File: src/oes_pkg.sv
// Shared types and constants for the offset excursion sequencer.
// No dependencies.
package oes_pkg;

  localparam int unsigned PulseW   = 16;
  localparam int unsigned OffsetW  = 8;
  localparam int unsigned LimitW   = 7;
  localparam int unsigned DwellW   = 8;
  localparam int unsigned PhaseW   = 3;
  localparam int unsigned CfgAddrW = 2;
  localparam int unsigned CfgDataW = 16;

  localparam logic [PulseW-1:0] OnThresholdRst  = 16'd1800;
  localparam logic [PulseW-1:0] OffThresholdRst = 16'd1000;
  localparam logic [LimitW-1:0] LimitRst        = 7'd21;
  localparam logic [DwellW-1:0] DwellRst        = 8'd21;

  // configuration register indexes
  typedef enum logic [CfgAddrW-1:0] {
    REG_ON_THRESHOLD  = 2'd0,
    REG_OFF_THRESHOLD = 2'd1,
    REG_EXC_LIMIT     = 2'd2,
    REG_DWELL_TICKS   = 2'd3
  } cfg_reg_t;

  // pattern phases
  typedef enum logic [PhaseW-1:0] {
    PH_LAT_NEG  = 3'd0,
    PH_LAT_RET0 = 3'd1,
    PH_LAT_POS  = 3'd2,
    PH_LAT_RET1 = 3'd3,
    PH_LON_POS  = 3'd4,
    PH_LON_RET0 = 3'd5,
    PH_LON_NEG  = 3'd6,
    PH_LON_RET1 = 3'd7
  } phase_t;

endpackage

File: src/offset_excursion_sequencer_unit.sv
// Offset excursion sequencer: enable logic and eight-phase offset pattern.
// The result is registered when the request is accepted.
// Throughput: one request per cycle; the state update is a single combinational pass.
// in_tready drops only while a result waits on a stalled output.
// Reset (rst_n low, synchronous) clears all sequencer state, drops the
// output request and restores the configuration registers to their defaults.
// Depends on oes_pkg.
module offset_excursion_sequencer_unit
  import oes_pkg::*;
(
  input  logic                clk,
  input  logic                rst_n,
  // input channel
  input  logic                in_tvalid,
  output logic                in_tready,
  input  logic [15:0]         in_tdata,   // [15:0] pulse_width
  input  logic                in_tuser,   // [0] tick
  // result channel
  output logic                out_tvalid,
  input  logic                out_tready,
  output logic [23:0]         out_tdata,  // [7:0] lat_offset, [15:8] lon_offset,
                                          // [18:16] phase, [23:19] zero
  output logic [1:0]          out_tuser,  // [0] enabled, [1] target_reached
  // configuration
  input  logic                cfg_we,
  input  logic [CfgAddrW-1:0] cfg_addr,
  input  logic [CfgDataW-1:0] cfg_wdata
);

  // configuration registers
  logic [PulseW-1:0] on_thr_r;
  logic [PulseW-1:0] off_thr_r;
  logic [LimitW-1:0] limit_r;
  logic [DwellW-1:0] dwell_r;

  // sequencer state
  logic                      en_r,    en_nxt;
  phase_t                    phase_r, phase_nxt;
  logic [DwellW-1:0]         cnt_r,   cnt_nxt;
  logic                      done_r,  done_nxt;
  logic signed [OffsetW-1:0] lat_r,   lat_nxt;
  logic signed [OffsetW-1:0] lon_r,   lon_nxt;

  logic                      out_valid_r;
  logic [23:0]               out_data_r;
  logic [1:0]                out_user_r;

  logic                      accept;
  logic                      clr;
  logic                      step;
  logic signed [OffsetW-1:0] lat_a, lon_a, cur, tgt, lim_s, moved;
  logic                      hit;
  logic                      done_b;
  logic [DwellW-1:0]         cnt_b;

  assign in_tready  = !out_valid_r || out_tready;
  assign accept     = in_tvalid && in_tready;
  assign out_tvalid = out_valid_r;
  assign out_tdata  = out_data_r;
  assign out_tuser  = out_user_r;

  always_ff @(posedge clk) begin
    if (!rst_n) begin
      on_thr_r  <= OnThresholdRst;
      off_thr_r <= OffThresholdRst;
      limit_r   <= LimitRst;
      dwell_r   <= DwellRst;
    end else if (cfg_we) begin
      unique case (cfg_reg_t'(cfg_addr))
        REG_ON_THRESHOLD:  on_thr_r  <= cfg_wdata[PulseW-1:0];
        REG_OFF_THRESHOLD: off_thr_r <= cfg_wdata[PulseW-1:0];
        REG_EXC_LIMIT:     limit_r   <= cfg_wdata[LimitW-1:0];
        REG_DWELL_TICKS:   dwell_r   <= cfg_wdata[DwellW-1:0];
        default: ;
      endcase
    end
  end

  assign lim_s = $signed({1'b0, limit_r});

  always_comb begin
    // enable logic runs before the step
    en_nxt = en_r;
    clr    = 1'b0;
    if ((in_tdata > on_thr_r) && !en_r) begin
      en_nxt = 1'b1;
    end else if (in_tdata < off_thr_r) begin
      en_nxt = 1'b0;
      clr    = 1'b1;
    end

    lat_a     = clr ? '0 : lat_r;
    lon_a     = clr ? '0 : lon_r;
    phase_nxt = clr ? PH_LAT_NEG : phase_r;
    cnt_b     = clr ? '0 : cnt_r;
    step      = in_tuser && en_nxt;

    case (phase_nxt)
      PH_LAT_NEG, PH_LON_NEG: tgt = -lim_s;
      PH_LAT_POS, PH_LON_POS: tgt = lim_s;
      default:                tgt = '0;
    endcase

    cur   = phase_nxt[2] ? lon_a : lat_a;
    hit   = 1'b0;
    moved = cur;
    if (cur > tgt) begin
      moved = cur - 8'sd1;
    end else if (cur < tgt) begin
      moved = cur + 8'sd1;
    end else begin
      hit = 1'b1;
    end

    lat_nxt  = lat_a;
    lon_nxt  = lon_a;
    done_nxt = done_r;
    cnt_nxt  = cnt_b;
    if (step) begin
      if (phase_nxt[2]) lon_nxt = moved;
      else              lat_nxt = moved;
      done_b = done_r || hit;
      if (done_b && (cnt_b < dwell_r)) cnt_b = cnt_b + 8'd1;
      done_nxt = done_b;
      cnt_nxt  = cnt_b;
      if (cnt_b == dwell_r) begin
        done_nxt  = 1'b0;
        phase_nxt = phase_t'(phase_nxt + 3'd1);
        cnt_nxt   = '0;
      end
    end else begin
      done_b = done_r;
    end
  end

  always_ff @(posedge clk) begin
    if (!rst_n) begin
      en_r        <= 1'b0;
      phase_r     <= PH_LAT_NEG;
      cnt_r       <= '0;
      done_r      <= 1'b0;
      lat_r       <= '0;
      lon_r       <= '0;
      out_valid_r <= 1'b0;
    end else begin
      if (accept) begin
        en_r    <= en_nxt;
        phase_r <= phase_nxt;
        cnt_r   <= cnt_nxt;
        done_r  <= done_nxt;
        lat_r   <= lat_nxt;
        lon_r   <= lon_nxt;
      end
      if (accept) begin
        out_valid_r <= 1'b1;
      end else if (out_tready) begin
        out_valid_r <= 1'b0;
      end
    end
  end

  always_ff @(posedge clk) begin
    if (accept) begin
      out_data_r <= {5'd0, phase_nxt, lon_nxt, lat_nxt};
      out_user_r <= {done_nxt, en_nxt};
    end
  end

`ifndef SYNTH
  // a disabled sequencer always sits at the origin of the pattern
  a_disabled_clear: assert property (@(posedge clk) disable iff (!rst_n)
    !en_r |-> (lat_r == '0) && (lon_r == '0) && (phase_r == PH_LAT_NEG))
    else $error("disabled sequencer holds motion state");

  // offsets stay within the symmetric range
  a_offset_range: assert property (@(posedge clk) disable iff (!rst_n)
    (lat_r != 8'sh80) && (lon_r != 8'sh80))
    else $error("offset reached -128");

  // the phase only advances by one or restarts
  a_phase_step: assert property (@(posedge clk) disable iff (!rst_n)
    (phase_r != $past(phase_r)) |->
      (phase_r == PH_LAT_NEG) || (phase_r == phase_t'($past(phase_r) + 3'd1)))
    else $error("phase jumped");
`endif

endmodule
File: config.mk
export PLATFORM = sky130hd
export DESIGN_NAME = offset_excursion_sequencer_unit
export DESIGN_NICKNAME = d
export VERILOG_FILES = /design/src/oes_pkg.sv /design/src/offset_excursion_sequencer_unit.sv
export SDC_FILE = /design/constraint.sdc
export NUM_CORES = 1
export LEC_CHECK = 0
export BUFFER_PORTS_ARGS = -buffer_cell sky130_fd_sc_hd__buf_2
export CORE_AREA = 3 3 158 160
export CTS_BUF_LIST = sky130_fd_sc_hd__clkbuf_8 sky130_fd_sc_hd__clkbuf_16
export CTS_CLUSTER_SIZE = 25
export DETAILED_ROUTE_END_ITERATION = 8
export DIE_AREA = 0 0 161 163
export PLACE_DENSITY_LB_ADDON = 0.2
export RECOVER_POWER = 100
export SLEW_MARGIN = 20
export SYNTH_ARGS = -nofsm -noshare
export SYNTH_HDL_FRONTEND = slang
export SYNTH_SLANG_ARGS = --single-unit
File: constraint.sdc
create_clock -name clk -period 8.4 [get_ports clk]
set_input_delay 1.68 -clock clk [delete_from_list [all_inputs] [get_ports clk]]
set_output_delay 1.68 -clock clk [all_outputs]
set_load 0.01 [all_outputs]
### Word-level counts from Yosys, hierarchy flattened

Index checks and enable logic that the tools add are counted.

* register bits: 98
* output and inout bits: 28
* word-level logic and storage cells: 75

* add/subtract/negate cells: 5
* magnitude comparators: 5
* equality and inequality tests: 7
* mux-type cells: 28
* reductions and logical operators: 17

Operators with widths (count)
* $mux 8: 14
* $gt 16x16->1: 1
* $lt 16x16->1: 1
* $lt 8x8->1: 2
* $pmux 8 s2: 1
* $mux 1: 10
* $mux 3: 3
* $add 8x1->8 const B: 1
* $add 8x2->8 const B: 1
* $eq 8x8->1: 1
* $gt 8x8->1: 1
* $neg 7->8: 1
* $reduce_and 2->1: 4
* $sub 8x2->8 const B: 1
* $eq 3x3->1 const B: 2
* $eq 2x2->1 const B: 2
* $logic_and 1x1->1: 4
* $reduce_or 2->1: 2
* $add 3x1->3 const B: 1
* $eq 3x2->1 const B: 1
* $logic_not 3->1: 1
* $eq 2x1->1 const B: 1
* $logic_not 1->1: 2
* $logic_not 2->1: 1
* other kinds (2): 3

### Longest topological paths before layout

Gate-level depths: netlist of the first run.

* depth after elaboration: 17
* mapped depth: 30
* depth with buffers taken out: 25

### Least setup slack after synthesis of the first run

No wires, ideal clock.

* path type: input -> register
* start: input in_tdata[14]
* end: register phase_r[2]
* library setup time: 74 ps
* arrival time: 7266 ps
* data required time: 8326 ps
* setup slack: 1059 ps
* stages: 26
* path buffers: 3
* cells stage by stage: ha_1 -> nand4_1 -> nor2_1 -> a221o_1 -> o31ai_4 -> nand2_1 -> clkbuf_1 -> nand2_1 -> ha_1 -> mux2i_1 -> clkbuf_1 -> nor3b_1 -> a21oi_1 -> or2_2 -> ha_1 -> nand4_1 -> nor2_1 -> o21a_1 -> clkbuf_1 -> o21ai_1 -> a221oi_1 -> nand4_1 -> or3b_1 -> nand3b_4 -> or4_1 -> a31oi_1

* longest elaborated chain between the ends: 17
* elaborated cells on any way between the ends: 34
* those cells by class: add/sub (2); order compare (5); eq/ne (4); mux (16); reduce/logical (7)

RTL lines
* start: declaration: line offset_excursion_sequencer_unit.sv:16 `input logic [15:0] in_tdata,`
* $lt 16x16->1 or $gt 16x16->1 (tied branches): line offset_excursion_sequencer_unit.sv:87, offset_excursion_sequencer_unit.sv:85
* $mux 1 or $logic_and 1x1->1 (tied branches): line offset_excursion_sequencer_unit.sv:87, offset_excursion_sequencer_unit.sv:85
* $mux 1: line offset_excursion_sequencer_unit.sv:85 `if ((in_tdata > on_thr_r) && !en_r) begin`
* $mux 3: line offset_excursion_sequencer_unit.sv:94 `phase_nxt = clr ? PH_LAT_NEG : phase_r;`
* $eq 3x2->1 (tied with other cells): line offset_excursion_sequencer_unit.sv:98 `case (phase_nxt)`
* $reduce_or 2->1: line offset_excursion_sequencer_unit.sv:98
* $pmux 8 s2: line offset_excursion_sequencer_unit.sv:98
* $lt 8x8->1: line offset_excursion_sequencer_unit.sv:109 `end else if (cur < tgt) begin`
* $mux 1: line offset_excursion_sequencer_unit.sv:109
* $mux 1: line offset_excursion_sequencer_unit.sv:107 `if (cur > tgt) begin`
* $logic_or 1x1->1: line offset_excursion_sequencer_unit.sv:122 `done_b = done_r || hit;`
* $logic_and 1x1->1: line offset_excursion_sequencer_unit.sv:123 `if (done_b && (cnt_b < dwell_r)) cnt_b = cnt_b + 8'd1;`
* $mux 8: line offset_excursion_sequencer_unit.sv:123
* $mux 8: line offset_excursion_sequencer_unit.sv:119 `if (step) begin`
* $eq 8x8->1: line offset_excursion_sequencer_unit.sv:126 `if (cnt_b == dwell_r) begin`
* $mux 3: line offset_excursion_sequencer_unit.sv:126
* $mux 3 (*): line offset_excursion_sequencer_unit.sv:119
* end signal: assignment: line offset_excursion_sequencer_unit.sv:148 `phase_r <= phase_nxt;`
* end: declaration: line offset_excursion_sequencer_unit.sv:38 `phase_t phase_r, phase_nxt;`

Mark *: on every way between the ends. The rest lies on a longest branch, timed or not. The select of a mux whose other input is x is not followed.
A chain may end at the register's enable or synchronous reset.

### Worst setup path in the final report of the first run

* start: input in_tdata[6]
* end: register phase_r[2]

Same word-level chain as after synthesis.

==> flow_summary_export.csv, run 1 <==
group,metric,value,unit
synth,synth_top_cell_by_area,"dfxtp_1",
critical_path,worstSetupPathType,"input pin to flop",
timing,rsz0062_at_grt,"no",
cts,path_clk_slew,0.07,ns
cts,clk_latency,0.36,ns
final_layout,layout_commonest_cell,"nand2_1",
power_and_ir_drop,finalPower,1.170,mW
timing,worst_slew_pin_slew,2.626,ns
detailed_routing,routedWlPerCell,15.84,um
floorplanning,start_util,28.15,%
place,gp_congestion,0.8454,
detailed_routing,dr.first_iter.drc_count,390,
detailed_routing,via_per_inst,5.039,
timing,fmax,0.1337,GHz
place,port_buffers,62,
synth,yosysWarnings,0,
place,pre_cts_slack,0.6624,ns
final_layout,final_cell_mix,"nand2_1 (136), dfxtp_1 (77), a21oi_1 (71)",
synth,muxShareOfSynthArea,1.813,%
detailed_routing,vias,6072,
critical_path,crit_required,8.65,ns
global_route,grt_use_total,14.38,%
global_route,grt_pass1_wl,30.34,mm
floorplanning,die_area,26240,sq um
timing,setup_tns,0,ns
global_route,grt_max_degree,51,
cts,numCtsBuffers,9,
synth,synth_area,6626,sq um
cts,cts.sinks,98,
cts,cts_root_buf,"clkbuf_16",
cts,cts-resized-gates,0,
cts,clk_path_buf_depth,2,
worst_hold_path,hold_class,"flop to flop",
timing,slew_headroom,-75.04,%
synth,synthTopCellsByArea,"dfxtp_1 (23%), ha_1 (10%), edfxtp_1 (9.5%), nand2_1 (7.7%), a21oi_1 (5.4%)",
timing,slew_violations,122,
synth,synthAdderAreaFrac,10.39,%
run_status,status,"finished, violations left",
floorplanning,core_area,23540,sq um
synth,synthSimpleGateAreaFrac,24.13,%
synth,synthFlopType,"dfxtp_1",
run_status,failed_checks,"capacitance limit, slew limit",
cts,cts_tree,"done",
synth,synth-xor-area-share,2.776,%
floorplanning,die_w,161,um
power_and_ir_drop,power_density,156.7,nW/um^2
timing,finalCritPeriodShare,89.07,%
synth,synth_edf_count,21,
timing,hold_viol_final,0,
synth,netlist_instances,844,
detailed_routing,routed_wl,19.09,mm
global_route,antenna_found_initial,0,
synth,synth_async_sr_flop_share,0,%
final_layout,fin_area,7468,sq um
timing,setup_ws,0.9179,ns
timing,fin_skew,0.009458,ns
synth,synthDistinctLibCells,72,
timing,finalCriticalPeriod,7.482,ns
cts,post-cts-setup-buffer-count,0,
cts,htreeDepth,3,
critical_path,critPathMaxFanout,18,
detailed_routing,ant_nets,0,
synth,synth_top_area_share,23.26,%
synth,synth-seq-cells,98,
critical_path,start_kind,"input pin",
floorplanning,die_h,163,um
global_route,grt_pass1_vias,5516,
cts,cts_hold_buf,0,
floorplanning,io-pin-count,68,
run,drv_cap,3,
place,hpwlAfterDp,13.91,mm
global_route,grt-ovfl-total,0,
synth,synth_top_family_by_area,"simple AND/OR/NAND/NOR gates",
critical_path,cp.arrival,7.73,ns
final_layout,layout-drive-gt1-share,8.465,%
detailed_routing,drc,0,
synth,synth_compound_gate_area_share,21.20,%
detailed_routing,first_pass_iters,5,
final_layout,post-route-util,31.72,%
final_layout,syn2layout_area_growth,12.71,%
power_and_ir_drop,peakVddDrop,0.08418,mV
power_and_ir_drop,leakagePower,2.924,nW
synth,postSynthAreaPerCell,7.851,sq um
place,postPlaceCellArea,7217,sq um
final_layout,n_antenna_cell,0,
final_layout,nets,976,
final_layout,fillers,2594,
timing,setup_violations,0,
floorplanning,num_rows,56,
critical_path,endpoint_kind,"flop",
synth,ys_seq_area_share,32.78,%
[cells by family after synthesis]
kind of cell,count (synthesis)
AOI/OAI and AO/OA,215
DFF,98
and+or+nand+nor,329
xor gates and xnor gates,21
muxes,12
buffers and inverters,113
adders and majority gates,55
other,1
[critical path, cell delays in order]
cell and delay [ns]:
buf_2 0.11, ha_1 0.29, nand4_1 0.21, nor4_2 0.54, nor2_1 0.19, o31ai_4 0.10
nand2_1 0.19, nand2_1 0.17, inv_1 0.11, ha_1 0.20, mux2i_1 0.52, nand2b_1 0.19
a21boi_0 0.07, o21ai_0 0.21, ha_1 0.19, o21ai_0 0.08, a21oi_1 0.21, o21a_1 0.38
o21ai_1 0.22, a221oi_1 0.34, nand4_1 0.15, or3b_1 0.40, nand3b_4 0.29, or4_1 0.52
a31oi_1 0.16
[state kept, by name, indices dropped and copies added, names as in the netlist]
signal / flops
out_tvalid: 1
lon_r: 8
lat_r: 8
phase_r: 3
cnt_r: 8
out_tdata: 19
limit_r: 7
dwell_r: 8
on_thr_r: 16
en_r: 1
off_thr_r: 16
out_tuser: 2
done_r: 1
[stage by stage]
stage / instances / hold slack [ns]
final: 1205 / 0.4550
after global routing: 1205 / 0.4719
after CTS: 1205 / 0.4584
after floorplan: 848 / 0.4363
after global placement: 1189 / 0.4440
after detailed placement: 1189 / 0.4480
[cell type report]
cell class | instances | area (sq um) | area share, %
tap | 319 | 399.1 | 5.344
sequential | 98 | 2172 | 29.08
inverter | 62 | 232.7 | 3.116
multi-input combinational | 637 | 4020 | 53.83
clock inverter | 7 | 68.82 | 0.9214
timing repair buffer | 73 | 350.3 | 4.691
clock buffer | 9 | 225.2 | 3.016
[metal layers]
metal,vias to the layer above,wire [um],GRT usage (%),part of all wire (%)
met2,187,8194,22.70,43
met3,16,1040,2.620,5.4
met5,-,0,0,0
met1,2783,9620,20.38,50
li1,3086,-,-,-
met4,0,229,3.442,1.2
[where the power goes]
part           internal (mW)  switching (mW)
Clock                  0.231           0.200
Combinational         0.0763           0.142
Sequential             0.506          0.0150
Total                  0.813           0.357
[worst paths after layout]
check / cells after the start / endpoint / from / slack [ns]
max: 25 / phase_r[2]$_SDFFE_PN0P_ / in_tdata[6] / 0.92
min: 2 / on_thr_r[7]$_SDFFE_PN0P_ / on_thr_r[7]$_SDFFE_PN0P_ / 0.46
max reg2reg: 25 / phase_r[2]$_SDFFE_PN0P_ / on_thr_r[6]$_SDFFE_PN0P_ / 1.96
min reg2reg: 2 / on_thr_r[7]$_SDFFE_PN0P_ / on_thr_r[7]$_SDFFE_PN0P_ / 0.46
[cell usage after synthesis, types with 5 or more instances]
cell      instances
a21oi_1          71
a221oi_1          5
a31oi_1          10
a32oi_1           5
and2_1            9
and3_1            7
buf_4             5
clkbuf_1         41
dfxtp_1          77
edfxtp_1         21
ha_1             55
inv_1            62
mux2i_1          12
nand2_1         136
nand2b_1          7
nand3_1          25
nand4_1          13
nor2_1           55
nor2b_1           6
nor3_1           21
nor3b_1           6
nor4_1            9
o211ai_1         19
o21a_1            6
o21ai_0          37
o21ai_1           5
o22ai_1          10
or2_2             5
or3_1             8
xnor2_1          13
xor2_1            8
Power figures use the tool's default switching activity.
==> run 2: changes to the inputs <==
- PLACE_DENSITY: not set -> 0.47
- PLACE_DENSITY_LB_ADDON: 0.2 -> not set
- clock period: 8.4 -> 7.4 ns (I/O delays scaled with it)
==> flow_summary_export.csv, run 2 (synthesized netlist as in run 1, its figures left out) <==
group,metric,value,unit
floorplanning,start_util,28.15,%
detailed_routing,drc,0,
timing,slew_violations,83,
cts,htreeDepth,3,
detailed_routing,via_per_inst,5.008,
place,port_buffers,62,
timing,worst_slew_pin_slew,2.586,ns
run,drv_cap,2,
critical_path,crit_buf_inv,3,
final_layout,largest_reg_flops,19,
detailed_routing,ant_nets,0,
power_and_ir_drop,peakVddDrop,0.1220,mV
floorplanning,core_area,23540,sq um
final_layout,n_antenna_cell,0,
critical_path,endpoint_kind,"flop",
power_and_ir_drop,finalPower,1.329,mW
final_layout,fin_area,7526,sq um
power_and_ir_drop,power_density,176.5,nW/um^2
timing,hold_viol_final,0,
global_route,grt_pass1_wl,31.53,mm
detailed_routing,first_pass_iters,5,
place,gp_congestion,0.8495,
cts,numCtsBuffers,9,
critical_path,cp.arrival,7.16,ns
timing,setup_violations,0,
cts,cts_root_buf,"clkbuf_16",
detailed_routing,routedWlPerCell,15.73,um
power_and_ir_drop,leakagePower,2.949,nW
critical_path,critical_path.top_delay_family,"compound AO/OA/AOI/OAI gates",
floorplanning,io-pin-count,68,
final_layout,nets,986,
critical_path,crit_required,7.64,ns
timing,slew_headroom,-72.39,%
final_layout,final_cell_mix,"nand2_1 (136), dfxtp_1 (77), a21oi_1 (71)",
critical_path,start_kind,"input pin",
final_layout,layout_commonest_cell,"nand2_1",
floorplanning,die_w,161,um
global_route,antenna_found_initial,0,
run_status,failed_checks,"capacitance limit, slew limit",
detailed_routing,routed_wl,19.12,mm
timing,fmax,0.1444,GHz
place,pre_cts_slack,0.1082,ns
timing,holdWs,0.4550,ns
global_route,grt_use_total,14.88,%
critical_path,r2r_slack,1.35,ns
global_route,grt_max_degree,50,
cts,cts.sinks,98,
timing,setup_tns,0,ns
critical_path,worstSetupPathType,"input pin to flop",
final_layout,syn2layout_area_growth,13.58,%
place,hpwlAfterDp,14.19,mm
critical_path,crit_slowest_cell,"a221o_1",
place,postPlaceCellArea,7292,sq um
worst_hold_path,hold_class,"flop to flop",
timing,rsz0062_at_grt,"no",
timing,fin_skew,0.009521,ns
cts,path_clk_slew,0.07,ns
cts,clk_path_buf_depth,2,
floorplanning,num_rows,56,
timing,setup_ws,0.4768,ns
cts,post-cts-setup-buffer-count,0,
timing,finalCritPeriodShare,93.56,%
floorplanning,die_area,26240,sq um
critical_path,crit_path_max_incr_delay,0.41,ns
global_route,grt-ovfl-total,0,
detailed_routing,vias,6085,
cts,clk_latency,0.36,ns
global_route,grt_pass1_vias,5903,
floorplanning,die_h,163,um
run_status,status,"finished, violations left",
cts,cts_tree,"done",
critical_path,critPathMaxFanout,13,
detailed_routing,dr.first_iter.drc_count,256,
timing,finalCriticalPeriod,6.923,ns
final_layout,layout-drive-gt1-share,9.152,%
run 2: changes by cell type in the layout (fill, tap and decap cells not counted), sizes merged:
cell,change
buf,+5
clkbuf,+5
run 2: area by class of cell:
cell class                 count  area [sq um]
tap                          319         399.1
inverter                      62         232.7
multi-input combinational    637          4019
clock buffer                   9         225.2
sequential                    98          2172
fill                        2620         16020
clock inverter                 7         68.82
timing repair buffer          83         409.1
run 2: final timing paths:
path                                  start                         to  depth (start not counted)
hold / removal    on_thr_r[11]$_SDFFE_PN0P_  on_thr_r[11]$_SDFFE_PN0P_                          2
setup / recovery                in_tdata[7]    phase_r[0]$_SDFFE_PN0P_                         26
setup reg to reg   on_thr_r[7]$_SDFFE_PN0P_    phase_r[0]$_SDFFE_PN0P_                         26
hold reg to reg   on_thr_r[11]$_SDFFE_PN0P_  on_thr_r[11]$_SDFFE_PN0P_                          2
run 2: through the flow:
| stage | cells | utilization [%] |
|---|---|---|
| after CTS | 1215 | 32.22 |
| after detailed placement | 1199 | 30.97 |
| after global routing | 1215 | 31.97 |
| final | 1215 | 31.97 |
| after floorplan | 848 | - |
| after global placement | 1199 | 30.97 |
run 2: tightest hold or removal path: stages, from the launching register on:
cell     delay (ns)
dfxtp_1        0.31
nand2_1        0.05
a21oi_1        0.05
run 2: report_power, final:
group          internal (mW)  switching, mW
Combinational         0.0882          0.164
Sequential             0.574         0.0163
Clock                  0.262          0.224
Total                  0.924          0.404
run 2: layer usage:
metal	vias to the layer above	global-route usage (%)	share of wire [%]
met1	2804	20.84	51
met3	22	2.645	4.7
li1	3101	-	-
met5	-	0	0
met4	0	3.872	1.5
met2	158	23.70	43
run 2: what timing repair did:
action | CTS | global route
gates resized for setup | 0 | 1
endpoints found under the setup margin | 0 | 1
hold buffers | 0 | 0
